$ cat config.mk
export PLATFORM = sky130hd
export DESIGN_NAME = framed_command_receiver
export DESIGN_NICKNAME = d
export VERILOG_FILES = /design/src/rtl/frc_pkg.sv /design/src/rtl/frc_ctrl.sv /design/src/rtl/frc_datapath.sv /design/src/rtl/framed_command_receiver.sv
export SDC_FILE = /design/constraint.sdc
export NUM_CORES = 1
export LEC_CHECK = 0
export BUFFER_PORTS_ARGS = -buffer_cell sky130_fd_sc_hd__buf_2
export CAP_MARGIN = 20
export CELL_PAD_IN_SITES_DETAIL_PLACEMENT = 0
export CELL_PAD_IN_SITES_GLOBAL_PLACEMENT = 2
export CORE_ASPECT_RATIO = 2
export CORE_UTILIZATION = 51
export CTS_CLUSTER_SIZE = 8
export DETAILED_ROUTE_END_ITERATION = 12
export PLACE_DENSITY_LB_ADDON = 0.25
export SYNTH_ARGS = -nofsm -noshare
export SYNTH_HDL_FRONTEND = slang
export SYNTH_SLANG_ARGS = --single-unit
$ cat constraint.sdc
create_clock -name clk -period 9.1 [get_ports clk]
set_clock_uncertainty 0.15 [all_clocks]
set_input_delay 1.82 -clock clk [delete_from_list [all_inputs] [get_ports clk]]
set_output_delay 1.82 -clock clk [all_outputs]
set_load 0.05 [all_outputs]
$ cat src/rtl/frc_pkg.sv
// Shared types and constants of the framed command receiver.
`default_nettype none

package frc_pkg;

    // Default depth of the receive byte store
    localparam int BUF_DEPTH_DEF = 64;

    // Frame rules
    localparam int unsigned MIN_FRAME = 5;
    localparam logic [5:0]  LEN_CAP   = 6'd61;
    localparam logic [7:0]  LEN_MIN   = 8'd2;

    // Input op codes (s_tuser)
    localparam logic OP_BYTE = 1'b0;
    localparam logic OP_TICK = 1'b1;

    // Result kinds (m_tuser)
    localparam logic KIND_STATUS = 1'b0;
    localparam logic KIND_DATA   = 1'b1;

    // Configuration register indexes
    localparam logic [7:0] REG_HEADER  = 8'd0;
    localparam logic [7:0] REG_TAIL    = 8'd1;
    localparam logic [7:0] REG_TIMEOUT = 8'd2;
    localparam logic [7:0] REG_MAXLEN  = 8'd3;

    // Register reset values
    localparam logic [7:0]  HEADER_RST  = 8'd170;
    localparam logic [7:0]  TAIL_RST    = 8'd85;
    localparam logic [15:0] TIMEOUT_RST = 16'd10;
    localparam logic [5:0]  MAXLEN_RST  = 6'd20;

    // Controller states
    typedef enum logic [2:0] {
        ST_IDLE,
        ST_SCAN,
        ST_CHECK,
        ST_STATUS,
        ST_FETCH,
        ST_SEND
    } frc_state_t;

    // Controller to datapath commands
    typedef struct packed {
        logic in_accept;
        logic start;
        logic scan;
        logic check;
        logic fetch;
        logic load_status;
        logic load_data;
    } frc_cmd_t;

    // Datapath to controller status
    typedef struct packed {
        logic trig;
        logic scan_done;
        logic frame_ok;
        logic dlen_zero;
        logic data_last;
        logic out_free;
    } frc_status_t;

endpackage

`default_nettype wire

$ cat src/rtl/frc_ctrl.sv
// Controller state machine of the framed command receiver.
`default_nettype none

module frc_ctrl
(
    input  wire logic                clk,
    input  wire logic                rst_n,
    input  wire logic                s_tvalid,
    output logic                     s_tready,
    input  wire frc_pkg::frc_status_t status,
    output frc_pkg::frc_cmd_t        cmd
);
    import frc_pkg::*;

    frc_state_t state_reg;
    frc_state_t state_next;

    // State register
    always_ff @(posedge clk or negedge rst_n)
    begin
        if (!rst_n)
        begin
            state_reg <= ST_IDLE;
        end
        else
        begin
            state_reg <= state_next;
        end
    end

    // Next state
    always_comb
    begin
        state_next = state_reg;
        case (state_reg)
            ST_IDLE:
            begin
                if (s_tvalid && status.trig)
                begin
                    state_next = ST_SCAN;
                end
            end
            ST_SCAN:
            begin
                if (status.scan_done)
                begin
                    state_next = ST_CHECK;
                end
            end
            ST_CHECK:
            begin
                state_next = ST_STATUS;
            end
            ST_STATUS:
            begin
                if (status.out_free)
                begin
                    if (status.frame_ok && !status.dlen_zero)
                    begin
                        state_next = ST_FETCH;
                    end
                    else
                    begin
                        state_next = ST_IDLE;
                    end
                end
            end
            ST_FETCH:
            begin
                state_next = ST_SEND;
            end
            ST_SEND:
            begin
                if (status.out_free)
                begin
                    if (status.data_last)
                    begin
                        state_next = ST_IDLE;
                    end
                    else
                    begin
                        state_next = ST_FETCH;
                    end
                end
            end
            default:
            begin
                state_next = ST_IDLE;
            end
        endcase
    end

    // Outputs
    always_comb
    begin
        s_tready        = 1'b0;
        cmd             = '0;
        case (state_reg)
            ST_IDLE:
            begin
                s_tready      = 1'b1;
                cmd.in_accept = s_tvalid;
                cmd.start     = s_tvalid && status.trig;
            end
            ST_SCAN:
            begin
                cmd.scan = 1'b1;
            end
            ST_CHECK:
            begin
                cmd.check = 1'b1;
            end
            ST_STATUS:
            begin
                cmd.load_status = status.out_free;
            end
            ST_FETCH:
            begin
                cmd.fetch = 1'b1;
            end
            ST_SEND:
            begin
                cmd.load_data = status.out_free;
            end
            default:
            begin
                s_tready = 1'b0;
            end
        endcase
    end

endmodule

`default_nettype wire

$ cat src/rtl/frc_datapath.sv
// Datapath of the framed command receiver: byte store, counters, frame check, result register.
`default_nettype none

module frc_datapath
#(
    parameter int BUF_DEPTH = frc_pkg::BUF_DEPTH_DEF
)
(
    input  wire logic                 clk,
    input  wire logic                 rst_n,
    input  wire logic                 cfg_valid,
    input  wire logic [7:0]           cfg_index,
    input  wire logic [15:0]          cfg_data,
    input  wire logic                 s_tuser,
    input  wire logic [7:0]           s_tdata,
    input  wire logic                 m_tready,
    output logic                      m_tvalid,
    output logic [23:0]               m_tdata,
    output logic                      m_tuser,
    output logic                      m_tlast,
    input  wire frc_pkg::frc_cmd_t    cmd,
    output frc_pkg::frc_status_t      status
);
    import frc_pkg::*;

    localparam int ADDR_W = $clog2(BUF_DEPTH);
    localparam int CNT_W  = $clog2(BUF_DEPTH + 1);
    localparam int CMP_W  = ((CNT_W > 8) ? CNT_W : 8) + 2;

    // Configuration registers
    logic [7:0]  header_reg;
    logic [7:0]  tail_cfg_reg;
    logic [15:0] timeout_reg;
    logic [5:0]  maxlen_reg;

    // Store and counters
    logic [7:0]        mem [BUF_DEPTH];
    logic [7:0]        rdata_reg;
    logic [CNT_W-1:0]  fill_reg,  fill_next;
    logic [15:0]       idle_reg,  idle_next;
    logic [15:0]       idle_inc;
    logic              fill_full;

    // Scan state
    logic [CNT_W-1:0]  scan_addr_reg, scan_addr_next;
    logic              scan_more;
    logic              rd_v_reg,  rd_v_next;
    logic [ADDR_W-1:0] rd_pos_reg, rd_pos_next;
    logic              rd_en;
    logic [ADDR_W-1:0] rd_addr;
    logic              found_reg, found_next;
    logic [ADDR_W-1:0] hdr_reg,   hdr_next;
    logic [7:0]        len_reg,   len_next;
    logic [7:0]        xor_reg,   xor_next;
    logic [7:0]        cmdb_reg,  cmdb_next;
    logic [7:0]        chk_reg,   chk_next;
    logic [7:0]        tail_reg,  tail_next;
    logic [ADDR_W-1:0] rel;
    logic [CMP_W-1:0]  rel_w;
    logic [CMP_W-1:0]  len_w;

    // Verdict and data walk
    logic              ok_reg,    ok_next;
    logic [5:0]        dlen_reg,  dlen_next;
    logic [ADDR_W-1:0] ptr_reg,   ptr_next;
    logic [5:0]        remain_reg, remain_next;
    logic [CMP_W-1:0]  rest_w;
    logic [5:0]        limit;
    logic              verdict;

    // Result register
    logic              out_valid_reg;
    logic              out_kind_reg;
    logic              out_ok_reg;
    logic [7:0]        out_cmd_reg;
    logic [5:0]        out_dlen_reg;
    logic [7:0]        out_byte_reg;
    logic              out_last_reg;
    logic              out_free;

    // Configuration writes
    always_ff @(posedge clk or negedge rst_n)
    begin
        if (!rst_n)
        begin
            header_reg   <= HEADER_RST;
            tail_cfg_reg <= TAIL_RST;
            timeout_reg  <= TIMEOUT_RST;
            maxlen_reg   <= MAXLEN_RST;
        end
        else if (cfg_valid)
        begin
            case (cfg_index)
                REG_HEADER:  header_reg   <= cfg_data[7:0];
                REG_TAIL:    tail_cfg_reg <= cfg_data[7:0];
                REG_TIMEOUT: timeout_reg  <= cfg_data;
                REG_MAXLEN:  maxlen_reg   <= cfg_data[5:0];
                default:     header_reg   <= header_reg;
            endcase
        end
    end

    // Fill and idle counters
    assign fill_full = (fill_reg == CNT_W'(BUF_DEPTH));
    assign idle_inc  = (idle_reg == 16'hFFFF) ? idle_reg : idle_reg + 16'd1;
    assign status.trig = (s_tuser == OP_TICK) && (fill_reg != '0) && (idle_inc >= timeout_reg);

    always_comb
    begin
        fill_next = fill_reg;
        idle_next = idle_reg;
        if (cmd.in_accept)
        begin
            if (s_tuser == OP_BYTE)
            begin
                if (!fill_full)
                begin
                    fill_next = fill_reg + CNT_W'(1);
                    idle_next = '0;
                end
            end
            else if (status.trig)
            begin
                idle_next = '0;
            end
            else
            begin
                idle_next = idle_inc;
            end
        end
        if (cmd.check)
        begin
            fill_next = '0;
        end
    end

    // Store write port
    always_ff @(posedge clk)
    begin
        if (cmd.in_accept && (s_tuser == OP_BYTE) && !fill_full)
        begin
            mem[fill_reg[ADDR_W-1:0]] <= s_tdata;
        end
    end

    // Store read port, registered
    assign scan_more = (scan_addr_reg < fill_reg);
    assign rd_en     = cmd.fetch || (cmd.scan && scan_more);
    assign rd_addr   = cmd.fetch ? ptr_reg : scan_addr_reg[ADDR_W-1:0];

    always_ff @(posedge clk)
    begin
        if (rd_en)
        begin
            rdata_reg <= mem[rd_addr];
        end
    end

    // Scan: read address sequencing
    always_comb
    begin
        scan_addr_next = scan_addr_reg;
        rd_v_next      = 1'b0;
        rd_pos_next    = rd_pos_reg;
        if (cmd.start)
        begin
            scan_addr_next = '0;
        end
        else if (cmd.scan && scan_more)
        begin
            scan_addr_next = scan_addr_reg + CNT_W'(1);
            rd_v_next      = 1'b1;
            rd_pos_next    = scan_addr_reg[ADDR_W-1:0];
        end
    end

    assign status.scan_done = rd_v_reg && ((CNT_W'(rd_pos_reg) + CNT_W'(1)) == fill_reg);

    // Scan: header search and frame field capture, one byte a cycle
    assign rel   = rd_pos_reg - hdr_reg;
    assign rel_w = CMP_W'(rel);
    assign len_w = CMP_W'(len_reg);

    always_comb
    begin
        found_next = found_reg;
        hdr_next   = hdr_reg;
        len_next   = len_reg;
        xor_next   = xor_reg;
        cmdb_next  = cmdb_reg;
        chk_next   = chk_reg;
        tail_next  = tail_reg;
        if (cmd.start)
        begin
            found_next = 1'b0;
        end
        else if (rd_v_reg)
        begin
            if (!found_reg)
            begin
                if (rdata_reg == header_reg)
                begin
                    found_next = 1'b1;
                    hdr_next   = rd_pos_reg;
                end
            end
            else if (rel_w == CMP_W'(1))
            begin
                len_next = rdata_reg;
                xor_next = rdata_reg;
            end
            else
            begin
                if (rel_w <= len_w)
                begin
                    xor_next = xor_reg ^ rdata_reg;
                end
                if (rel_w == CMP_W'(2))
                begin
                    cmdb_next = rdata_reg;
                end
                if (rel_w == len_w + CMP_W'(1))
                begin
                    chk_next = rdata_reg;
                end
                if (rel_w == len_w + CMP_W'(2))
                begin
                    tail_next = rdata_reg;
                end
            end
        end
    end

    // Frame verdict
    assign rest_w = CMP_W'(fill_reg) - CMP_W'(hdr_reg);
    assign limit  = (maxlen_reg < LEN_CAP) ? maxlen_reg : LEN_CAP;
    assign verdict = found_reg
                  && (rest_w >= CMP_W'(MIN_FRAME))
                  && (len_reg >= LEN_MIN)
                  && (len_reg <= {2'b00, limit})
                  && (rest_w >= len_w + CMP_W'(3))
                  && (tail_reg == tail_cfg_reg)
                  && (xor_reg == chk_reg);

    // Verdict latch and data byte walk
    always_comb
    begin
        ok_next     = ok_reg;
        dlen_next   = dlen_reg;
        ptr_next    = ptr_reg;
        remain_next = remain_reg;
        if (cmd.check)
        begin
            ok_next     = verdict;
            dlen_next   = verdict ? 6'(len_reg - LEN_MIN) : 6'd0;
            ptr_next    = ADDR_W'(CMP_W'(hdr_reg) + CMP_W'(3));
            remain_next = verdict ? 6'(len_reg - LEN_MIN) : 6'd0;
        end
        if (cmd.fetch)
        begin
            ptr_next = ptr_reg + ADDR_W'(1);
        end
        if (cmd.load_data)
        begin
            remain_next = remain_reg - 6'd1;
        end
    end

    assign status.frame_ok  = ok_reg;
    assign status.dlen_zero = (dlen_reg == 6'd0);
    assign status.data_last = (remain_reg == 6'd1);

    // Control registers
    always_ff @(posedge clk or negedge rst_n)
    begin
        if (!rst_n)
        begin
            fill_reg      <= '0;
            idle_reg      <= '0;
            scan_addr_reg <= '0;
            rd_v_reg      <= 1'b0;
            found_reg     <= 1'b0;
            ok_reg        <= 1'b0;
            remain_reg    <= '0;
        end
        else
        begin
            fill_reg      <= fill_next;
            idle_reg      <= idle_next;
            scan_addr_reg <= scan_addr_next;
            rd_v_reg      <= rd_v_next;
            found_reg     <= found_next;
            ok_reg        <= ok_next;
            remain_reg    <= remain_next;
        end
    end

    // Payload registers
    always_ff @(posedge clk)
    begin
        rd_pos_reg <= rd_pos_next;
        hdr_reg    <= hdr_next;
        len_reg    <= len_next;
        xor_reg    <= xor_next;
        cmdb_reg   <= cmdb_next;
        chk_reg    <= chk_next;
        tail_reg   <= tail_next;
        dlen_reg   <= dlen_next;
        ptr_reg    <= ptr_next;
    end

    // Result register
    assign out_free        = !out_valid_reg || m_tready;
    assign status.out_free = out_free;

    always_ff @(posedge clk or negedge rst_n)
    begin
        if (!rst_n)
        begin
            out_valid_reg <= 1'b0;
        end
        else if (cmd.load_status || cmd.load_data)
        begin
            out_valid_reg <= 1'b1;
        end
        else if (m_tready)
        begin
            out_valid_reg <= 1'b0;
        end
    end

    always_ff @(posedge clk)
    begin
        if (cmd.load_status)
        begin
            out_kind_reg <= KIND_STATUS;
            out_ok_reg   <= ok_reg;
            out_cmd_reg  <= ok_reg ? cmdb_reg : 8'd0;
            out_dlen_reg <= dlen_reg;
            out_byte_reg <= 8'd0;
            out_last_reg <= !ok_reg || (dlen_reg == 6'd0);
        end
        else if (cmd.load_data)
        begin
            out_kind_reg <= KIND_DATA;
            out_ok_reg   <= 1'b1;
            out_cmd_reg  <= cmdb_reg;
            out_dlen_reg <= dlen_reg;
            out_byte_reg <= rdata_reg;
            out_last_reg <= (remain_reg == 6'd1);
        end
    end

    assign m_tvalid = out_valid_reg;
    assign m_tdata  = {1'b0, out_byte_reg, out_dlen_reg, out_cmd_reg, out_ok_reg};
    assign m_tuser  = out_kind_reg;
    assign m_tlast  = out_last_reg;

endmodule

`default_nettype wire

$ cat src/rtl/framed_command_receiver.sv
// Top level of the framed command receiver.
//
//  channel  | dir | handshake          | content
//  ---------+-----+--------------------+--------------------------------------------
//  s_*      | in  | s_tvalid/s_tready  | one word: received byte or time tick
//  m_*      | out | m_tvalid/m_tready  | status word, then one word per data byte
//  cfg_*    | in  | cfg_valid/cfg_ready| register index and write data
//
// A byte word or a tick that starts no parse is accepted while the receiver is idle. A
// parse attempt walks the byte store through its single read port: after the tick it
// scans the stored bytes, checks the frame, sends the status word, then fetches and sends each data byte.
// s_tready is low for the whole parse; a stalled m_tready holds the walk. Reset clears
// counters and control registers and loads configuration defaults; the store needs no clearing pass.
`default_nettype none

module framed_command_receiver
#(
    parameter int BUF_DEPTH = frc_pkg::BUF_DEPTH_DEF
)
(
    input  wire logic        clk,
    input  wire logic        rst_n,
    // Input words
    input  wire logic        s_tvalid,
    output logic             s_tready,
    input  wire logic [7:0]  s_tdata,   // [7:0] rx_byte
    input  wire logic        s_tuser,   // [0] op
    // Result words
    output logic             m_tvalid,
    input  wire logic        m_tready,
    output logic [23:0]      m_tdata,   // [0] ok, [8:1] command, [14:9] payload_len,
                                        // [22:15] data_byte, [23] zero
    output logic             m_tuser,   // [0] kind
    output logic             m_tlast,
    // Configuration writes
    input  wire logic        cfg_valid,
    output logic             cfg_ready,
    input  wire logic [7:0]  cfg_index,
    input  wire logic [15:0] cfg_data
);
    import frc_pkg::*;

    frc_cmd_t    cmd;
    frc_status_t status;

    assign cfg_ready = 1'b1;

    // Controller
    frc_ctrl u_ctrl
    (
        .clk      (clk),
        .rst_n    (rst_n),
        .s_tvalid (s_tvalid),
        .s_tready (s_tready),
        .status   (status),
        .cmd      (cmd)
    );

    // Datapath
    frc_datapath
    #(
        .BUF_DEPTH (BUF_DEPTH)
    )
    u_datapath
    (
        .clk       (clk),
        .rst_n     (rst_n),
        .cfg_valid (cfg_valid),
        .cfg_index (cfg_index),
        .cfg_data  (cfg_data),
        .s_tuser   (s_tuser),
        .s_tdata   (s_tdata),
        .m_tready  (m_tready),
        .m_tvalid  (m_tvalid),
        .m_tdata   (m_tdata),
        .m_tuser   (m_tuser),
        .m_tlast   (m_tlast),
        .cmd       (cmd),
        .status    (status)
    );

    // A started parse blocks the input side on the next cycle
    assert property (@(posedge clk) disable iff (!rst_n)
        cmd.start |=> !s_tready)
    else $error("input still ready after parse start");

    // A failed frame gives a single, final status word
    assert property (@(posedge clk) disable iff (!rst_n)
        (m_tvalid && (m_tuser == KIND_STATUS) && !m_tdata[0]) |-> m_tlast)
    else $error("failed status word not marked last");

    // Data words only follow an accepted frame with data
    assert property (@(posedge clk) disable iff (!rst_n)
        (m_tvalid && (m_tuser == KIND_DATA)) |-> (m_tdata[0] && (m_tdata[14:9] != 6'd0)))
    else $error("data word without accepted frame");

    // No result word is loaded while the input side is open
    assert property (@(posedge clk) disable iff (!rst_n)
        (cmd.load_status || cmd.load_data) |-> !s_tready)
    else $error("result loaded while accepting input");

endmodule

`default_nettype wire
Word-level counts from Yosys, hierarchy flattened
Memory sizes are Yosys's and may differ from the RTL's. A register that Yosys moved wholly into a read port is not among the register bits. Index checks and enable logic that the tools add are counted.

Memories: 1. RAM bits: 512. Register bits: 170. Logic and storage cells: 181. Output and inout port bits: 29.

Bitwise gates (word level): 5. Reductions and logical operators: 48. Equality and inequality tests: 26. $add $sub $neg: 13. $lt $le $gt $ge: 8. Multiplexer cells: 52.

Memories: u_datapath.mem (words 64, width 8, read ports 1, clocked after memory_dff 1, write ports 1, line frc_datapath.sv:37) `logic [7:0] mem [BUF_DEPTH];`.

Operators with widths (count): 16-bit two-way mux (4); 6-bit two-way mux (9); 7-bit two-way mux (6); 8-bit two-way mux (5); 8-bit == test (3); 6-bit by 10-bit == test with 1-bit output (2); 1-bit two-way mux (20); 8-bit by 2-bit adder with 9-bit output (second input constant) (2); 3-bit two-way mux (6); 3-bit one-hot mux with 6 select lines (1); 16-bit by 1-bit adder with 16-bit output (second input constant) (1); 16-bit == test (second input constant) (1); 8-bit by 2-bit == test with 1-bit output (second input constant) (2); 16-bit >= comparator (1); 4-bit AND reduction (4); 2-bit nonzero test (8); 5-bit AND reduction (3); 7-bit by 1-bit adder with 7-bit output (second input constant) (2); 1-bit logical AND (14); 6-bit by 1-bit == test with 1-bit output (second input constant) (2); 2-bit AND reduction (6); 10-bit >= comparator (1); 10-bit by 3-bit >= comparator with 1-bit output (second input constant) (1); 8-bit by 1-bit adder with 9-bit output (second input constant) (1); other kinds (31) (47).

Logic depth before layout (Yosys ltp)
Word-level depth: 11. Mapped depth: 17. Mapped depth without buffers: 15.

Hierarchy
From an unflattened synthesis, not the netlist that was laid out.

Cells, all modules: 2081. Area, all modules: 29869.9 um^2.

By module, submodules not included: frc_datapath (cells each 2051, times used 1, sequential area each 20164.3 um^2, area an instance 29629.7 um^2); frc_ctrl (cells each 28, times used 1, sequential area each 75.1 um^2, area an instance 229.0 um^2); framed_command_receiver (cells each 2, times used 1, sequential area each 0.0 um^2, area an instance 11.3 um^2).

Worst setup path after synthesis
Ideal clock, no wire load.

Path kind: register -> register. Start: reg u_datapath.idle_reg[4]. End: reg u_datapath.tail_reg[0], enable pin. Data required time: 8555 ps. Library setup time: 395 ps. Path slack: 4496 ps. Arrival: 4059 ps. Buffers on the path: 0. Clock period less this slack: 4604 ps. Stages on the path, launching flop included: 15. Path through: dfrtp_1 -> nand3_1 -> nor4_2 -> nand2_1 -> nand4_1 -> nor2_1 -> or2_2 -> ha_1 -> o21a_1 -> o21ai_0 -> a211oi_1 -> or2_2 -> nand2_1 -> o311ai_0 -> nor4_1.

Word-level cells in the longest chain between the ends: 8.

RTL lines: start: declaration (line frc_datapath.sv:40) `logic [15:0] idle_reg, idle_next;`; start signal: assignment (line frc_datapath.sv:289) `idle_reg <= idle_next;`; 16-bit by 1-bit adder with 16-bit output or 16-bit == test (tied branches) (line frc_datapath.sv:105) `assign idle_inc = (idle_reg == 16'hFFFF) ? idle_reg : idle_reg + 16'd1;`; 16-bit two-way mux (*) (line frc_datapath.sv:105); 16-bit >= comparator (*) (line frc_datapath.sv:106) `assign status.trig = (s_tuser == OP_TICK) && (fill_reg != '0) && (idle_inc >= timeout_reg);`; 1-bit logical AND (*) (line frc_datapath.sv:106); 1-bit logical AND (*) (line frc_ctrl.sv:103) `cmd.start = s_tvalid && status.trig;`; 2-bit two-way mux (*) (line frc_ctrl.sv:98) `case (state_reg)`; 1-bit inverter (no line) (*); 5-bit AND reduction (no line) (*); end signal: assignment (line frc_datapath.sv:307) `tail_reg <= tail_next;`; end: declaration (line frc_datapath.sv:57) `logic [7:0] tail_reg, tail_next;`.

Every way passes the cells marked *; elsewhere a longest branch is shown, timed or not. A chain may end at the register's enable or synchronous reset.

Final worst setup path
Start: reg u_ctrl.state_reg[0]. End: reg u_datapath.rdata_reg[3] (read register of u_datapath.mem), data pin.

Word-level cells in the longest chain between the ends: 4.

RTL lines: start: declaration (line frc_ctrl.sv:15) `frc_state_t state_reg;`; start signal: assignment (line frc_ctrl.sv:27) `state_reg <= state_next;`; 3-bit by 1-bit == test with 1-bit output (line frc_ctrl.sv:98); 1-bit two-way mux (line frc_ctrl.sv:98); 1-bit logical AND (line frc_datapath.sv:148) `assign rd_en = cmd.fetch || (cmd.scan && scan_more);`; 1-bit logical OR (line frc_datapath.sv:148); end: declaration (line frc_datapath.sv:38) `logic [7:0] rdata_reg;`.

Several ways; a longest one is shown, not always the timed one.

==> flow_summary_export.csv <==
group,metric,value,unit
logic_synthesis,yosys.cell_count.top_type,"sky130_fd_sc_hd__edfxtp_1",
logic_synthesis,mappedNetlistNets,1923,
worst_setup_path,crit_fanout,48,
cells_and_area,fill_cells,4310,
logic_synthesis,synth-warning-count,0,
clock_network,cts_tree,"done",
logic_synthesis,synthCells,1815,
die,io_pins,67,
logic_synthesis,cell_types_occupying_the_most_area_after_synthesis,"sky130_fd_sc_hd__edfxtp_1, sky130_fd_sc_hd__mux4_2, sky130_fd_sc_hd__dfrtp_1",
logic_synthesis,synth_top_area_frac,0.607,
global_routing,grt_first_pass_wirelength,110000,um
die,core_region_area,0.0572,sq mm
route,totalWireLength,74600,um
die,dieWidth,173,um
logic_synthesis,synthDistinctLibCells,71,
global_routing,antenna_violations_before_repair,0,
clock_network,cts.root.buffer_cell,"sky130_fd_sc_hd__clkbuf_16",
sta,layout_worst_path_cycle_share,0.564,
cells_and_area,multi_input_comb_area,0.00884,sq mm
placement,finalWeightedCongestion,0.979,
sta,worst_slew_pin_slew,1.02,ns
logic_synthesis,ys_seq_elements,690,
clock_network,holdBufCountCts,0,
global_routing,vias_in_the_first_global_route,17600,
min_path,holdCritPathClass,"flop to flop",
worst_setup_path,reg2reg_slack,3.97,ns
power,ir_drop,0.206,mV
cells_and_area,drive_gt1_frac,0.201,
logic_synthesis,synth.yosys.seq_area_share,0.682,
logic_synthesis,synth_top_cell_by_area,"sky130_fd_sc_hd__edfxtp_1",
flow_run,max_cap_violations,0,
global_routing,grt_overflow,0,
clock_network,worst_setup_hold_path_clk_slew,0.06,ns
route,post_drt_via_cell_ratio,5.97,
logic_synthesis,synth-async-reset-ratio,0.117,
global_routing,grt_max_degree,129,
power,power_density,288,mW/mm^2
placement,place.port_buffers,64,
logic_synthesis,synth-edff-count,600,
sta,timing.final.hold_violations,0,
sta,hold_slack,0.289,ns
cells_and_area,synthToLayoutAreaGrowth,13.1,%
logic_synthesis,synth_common_cells,"sky130_fd_sc_hd__edfxtp_1, sky130_fd_sc_hd__mux4_2, sky130_fd_sc_hd__nor2_1",
clock_network,numClockSinks,690,
worst_setup_path,criticalPathCategory,"flop to flop",
route,num_vias,16300,
worst_setup_path,cpPeakStageDelay,0.81,ns
cells_and_area,ff_latch_area,0.0202,sq mm
worst_setup_path,arrival,5.36,ns
logic_synthesis,synthFlopType,"sky130_fd_sc_hd__edfxtp_1",
worst_setup_path,critPathRequiredTime,9.32,ns
clock_network,cts-buffers-inserted,96,
logic_synthesis,netlist_area_before_placement,0.0297,sq mm
route,drt_first_iter_violations,1114,
worst_setup_path,critical_path.startpoint_type,"flop",
route,first_pass_iters,6,
worst_setup_path,critical_path.most_common_cell,"sky130_fd_sc_hd__buf_4",
die,row_count,124,
power,cellLeakagePower,11.7,nW
worst_setup_path,critical_path.cell_chain,"or3b_1 -> buf_4 -> mux2i_4 -> buf_4 -> buf_4 -> mux4_2 -> a221oi_1 -> o22ai_1 -> a211o_1",
sta,final.setup.tns,0,ns
die,die_area,0.0592,sq mm
cells_and_area,final_net_count,2042,
die,start_util,0.518,
sta,setup-violations-final,0,
cells_and_area,largest_reg_flops,512,
placement,post-dp-hpwl,51500,um
worst_setup_path,highest_delay_cell_along_the_critical_path,"sky130_fd_sc_hd__buf_4",
status,outcome,"completed",
cells_and_area,n_antenna_cell,0,
clock_network,cts.repair_timing.setup_buffer_count,0,
clock_network,max-clock-path-buffers,3,
die,die_y,343,um
route,post-route-drc-count,0,
route,ant_nets,0,
route,avgRoutedWirePerCell,27.3,um
sta,unrepaired_setup_endpoints_after_global_routing,"false",
clock_network,clock_latency,0.64,ns
global_routing,grt_use_total,0.258,
clock_network,cts.repair.resized,0,
sta,min_period,5.13,ns
worst_setup_path,kind_of_capture_point_of_the_worst_setup_path,"flop",
sta,drv_slew,0,
sta,timing.slew.headroom,0.317,
clock_network,number_of_h_tree_levels,3,
sta,fmaxAchievable,0.195,GHz
logic_synthesis,syn_avg_cell_area,16.3,sq um
-- cells in the final DEF (no fill, tap or decap), types with 34 or more instances in the layout --
cell and n:
sky130_fd_sc_hd__mux2_2 34, sky130_fd_sc_hd__nand2_1 118, sky130_fd_sc_hd__clkbuf_16 97, sky130_fd_sc_hd__dfrtp_1 69
sky130_fd_sc_hd__xnor2_1 49, sky130_fd_sc_hd__mux4_2 128, sky130_fd_sc_hd__nor2_1 122, sky130_fd_sc_hd__nand3_1 37
sky130_fd_sc_hd__inv_1 60, sky130_fd_sc_hd__ha_1 68, sky130_fd_sc_hd__edfxtp_1 600, sky130_fd_sc_hd__xor2_1 34
sky130_fd_sc_hd__buf_2 64, sky130_fd_sc_hd__a21oi_1 45
-- report_power, final --
part | total [mW] | switching (mW) | internal [mW]
clock | 3.22 | 1.29 | 1.93
combinational | 2.54 | 1.49 | 1.05
sequential | 3.90 | 0.259 | 3.64
-- critical path, delay by kind of cell (launching register included) --
family	cells	cell delay, ns
multiplexers	2	0.99
buffers and inverters	3	1.70
AO/OA/AOI/OAI	3	0.91
AND/OR/NAND/NOR	1	0.44
flip-flops	1	0.56
-- kinds of logic (layout without fill, tap and decap cells) --
family	count (synthesis)	after routing	synth area share
other	2	2	0.000253
AND/OR/NAND/NOR	423	423	0.0681
multiplexers	180	180	0.117
buffers and inverters	130	288	0.0209
adder cells (fa/ha/maj)	70	70	0.0300
flip-flops	690	690	0.682
XOR/XNOR	83	83	0.0245
AO/OA/AOI/OAI	237	237	0.0573
-- cell type report --
cell class / count / area share
flip-flops and latches: 690 / 0.603
clock inverters: 7 / 0.00418
inverters: 62 / 0.00694
repair buffers: 89 / 0.0178
clock buffers: 130 / 0.0761
multi-input cells: 995 / 0.264
well taps: 756 / 0.0282
-- worst paths after layout --
| kind | startpoint | endpoint | depth (start not counted) |
|---|---|---|---|
| min | u_datapath.dlen_reg[2] | u_datapath.out_dlen_reg[2] | 0 |
| max in group asynchronous | rst_n | u_datapath.remain_reg[1] | 2 |
| min reg2reg | u_datapath.dlen_reg[2] | u_datapath.out_dlen_reg[2] | 0 |
| max reg2reg | u_ctrl.state_reg[0] | u_datapath.rdata_reg[3] | 9 |
| min in group asynchronous | rst_n | u_datapath.timeout_reg[14] | 1 |
| max | u_ctrl.state_reg[0] | u_datapath.rdata_reg[3] | 9 |
-- layer usage --
metal,global-route usage,vias to the layer above,part of all wire
met5,0,-,0
met4,0.177,0,0.069
met3,0.0358,182,0.039
met2,0.506,464,0.58
met1,0.242,8322,0.32
li1,-,7323,-
-- metrics by stage --
step	std cells	power, mW	cell area [sq um]	util	setup slack, ns
2_1_floorplan	1815	5.66	29700	-	4.50
3_3_place_gp	2584	6.44	30700	0.537	4.00
3_5_place_dp	2588	6.49	30800	0.538	3.92
4_1_cts	2725	9.71	33500	0.585	3.87
5_1_grt	2729	10.0	33500	0.586	3.61
6_report	2729	9.66	33500	0.586	3.97
Note: power is estimated with default switching activity, not from simulation.
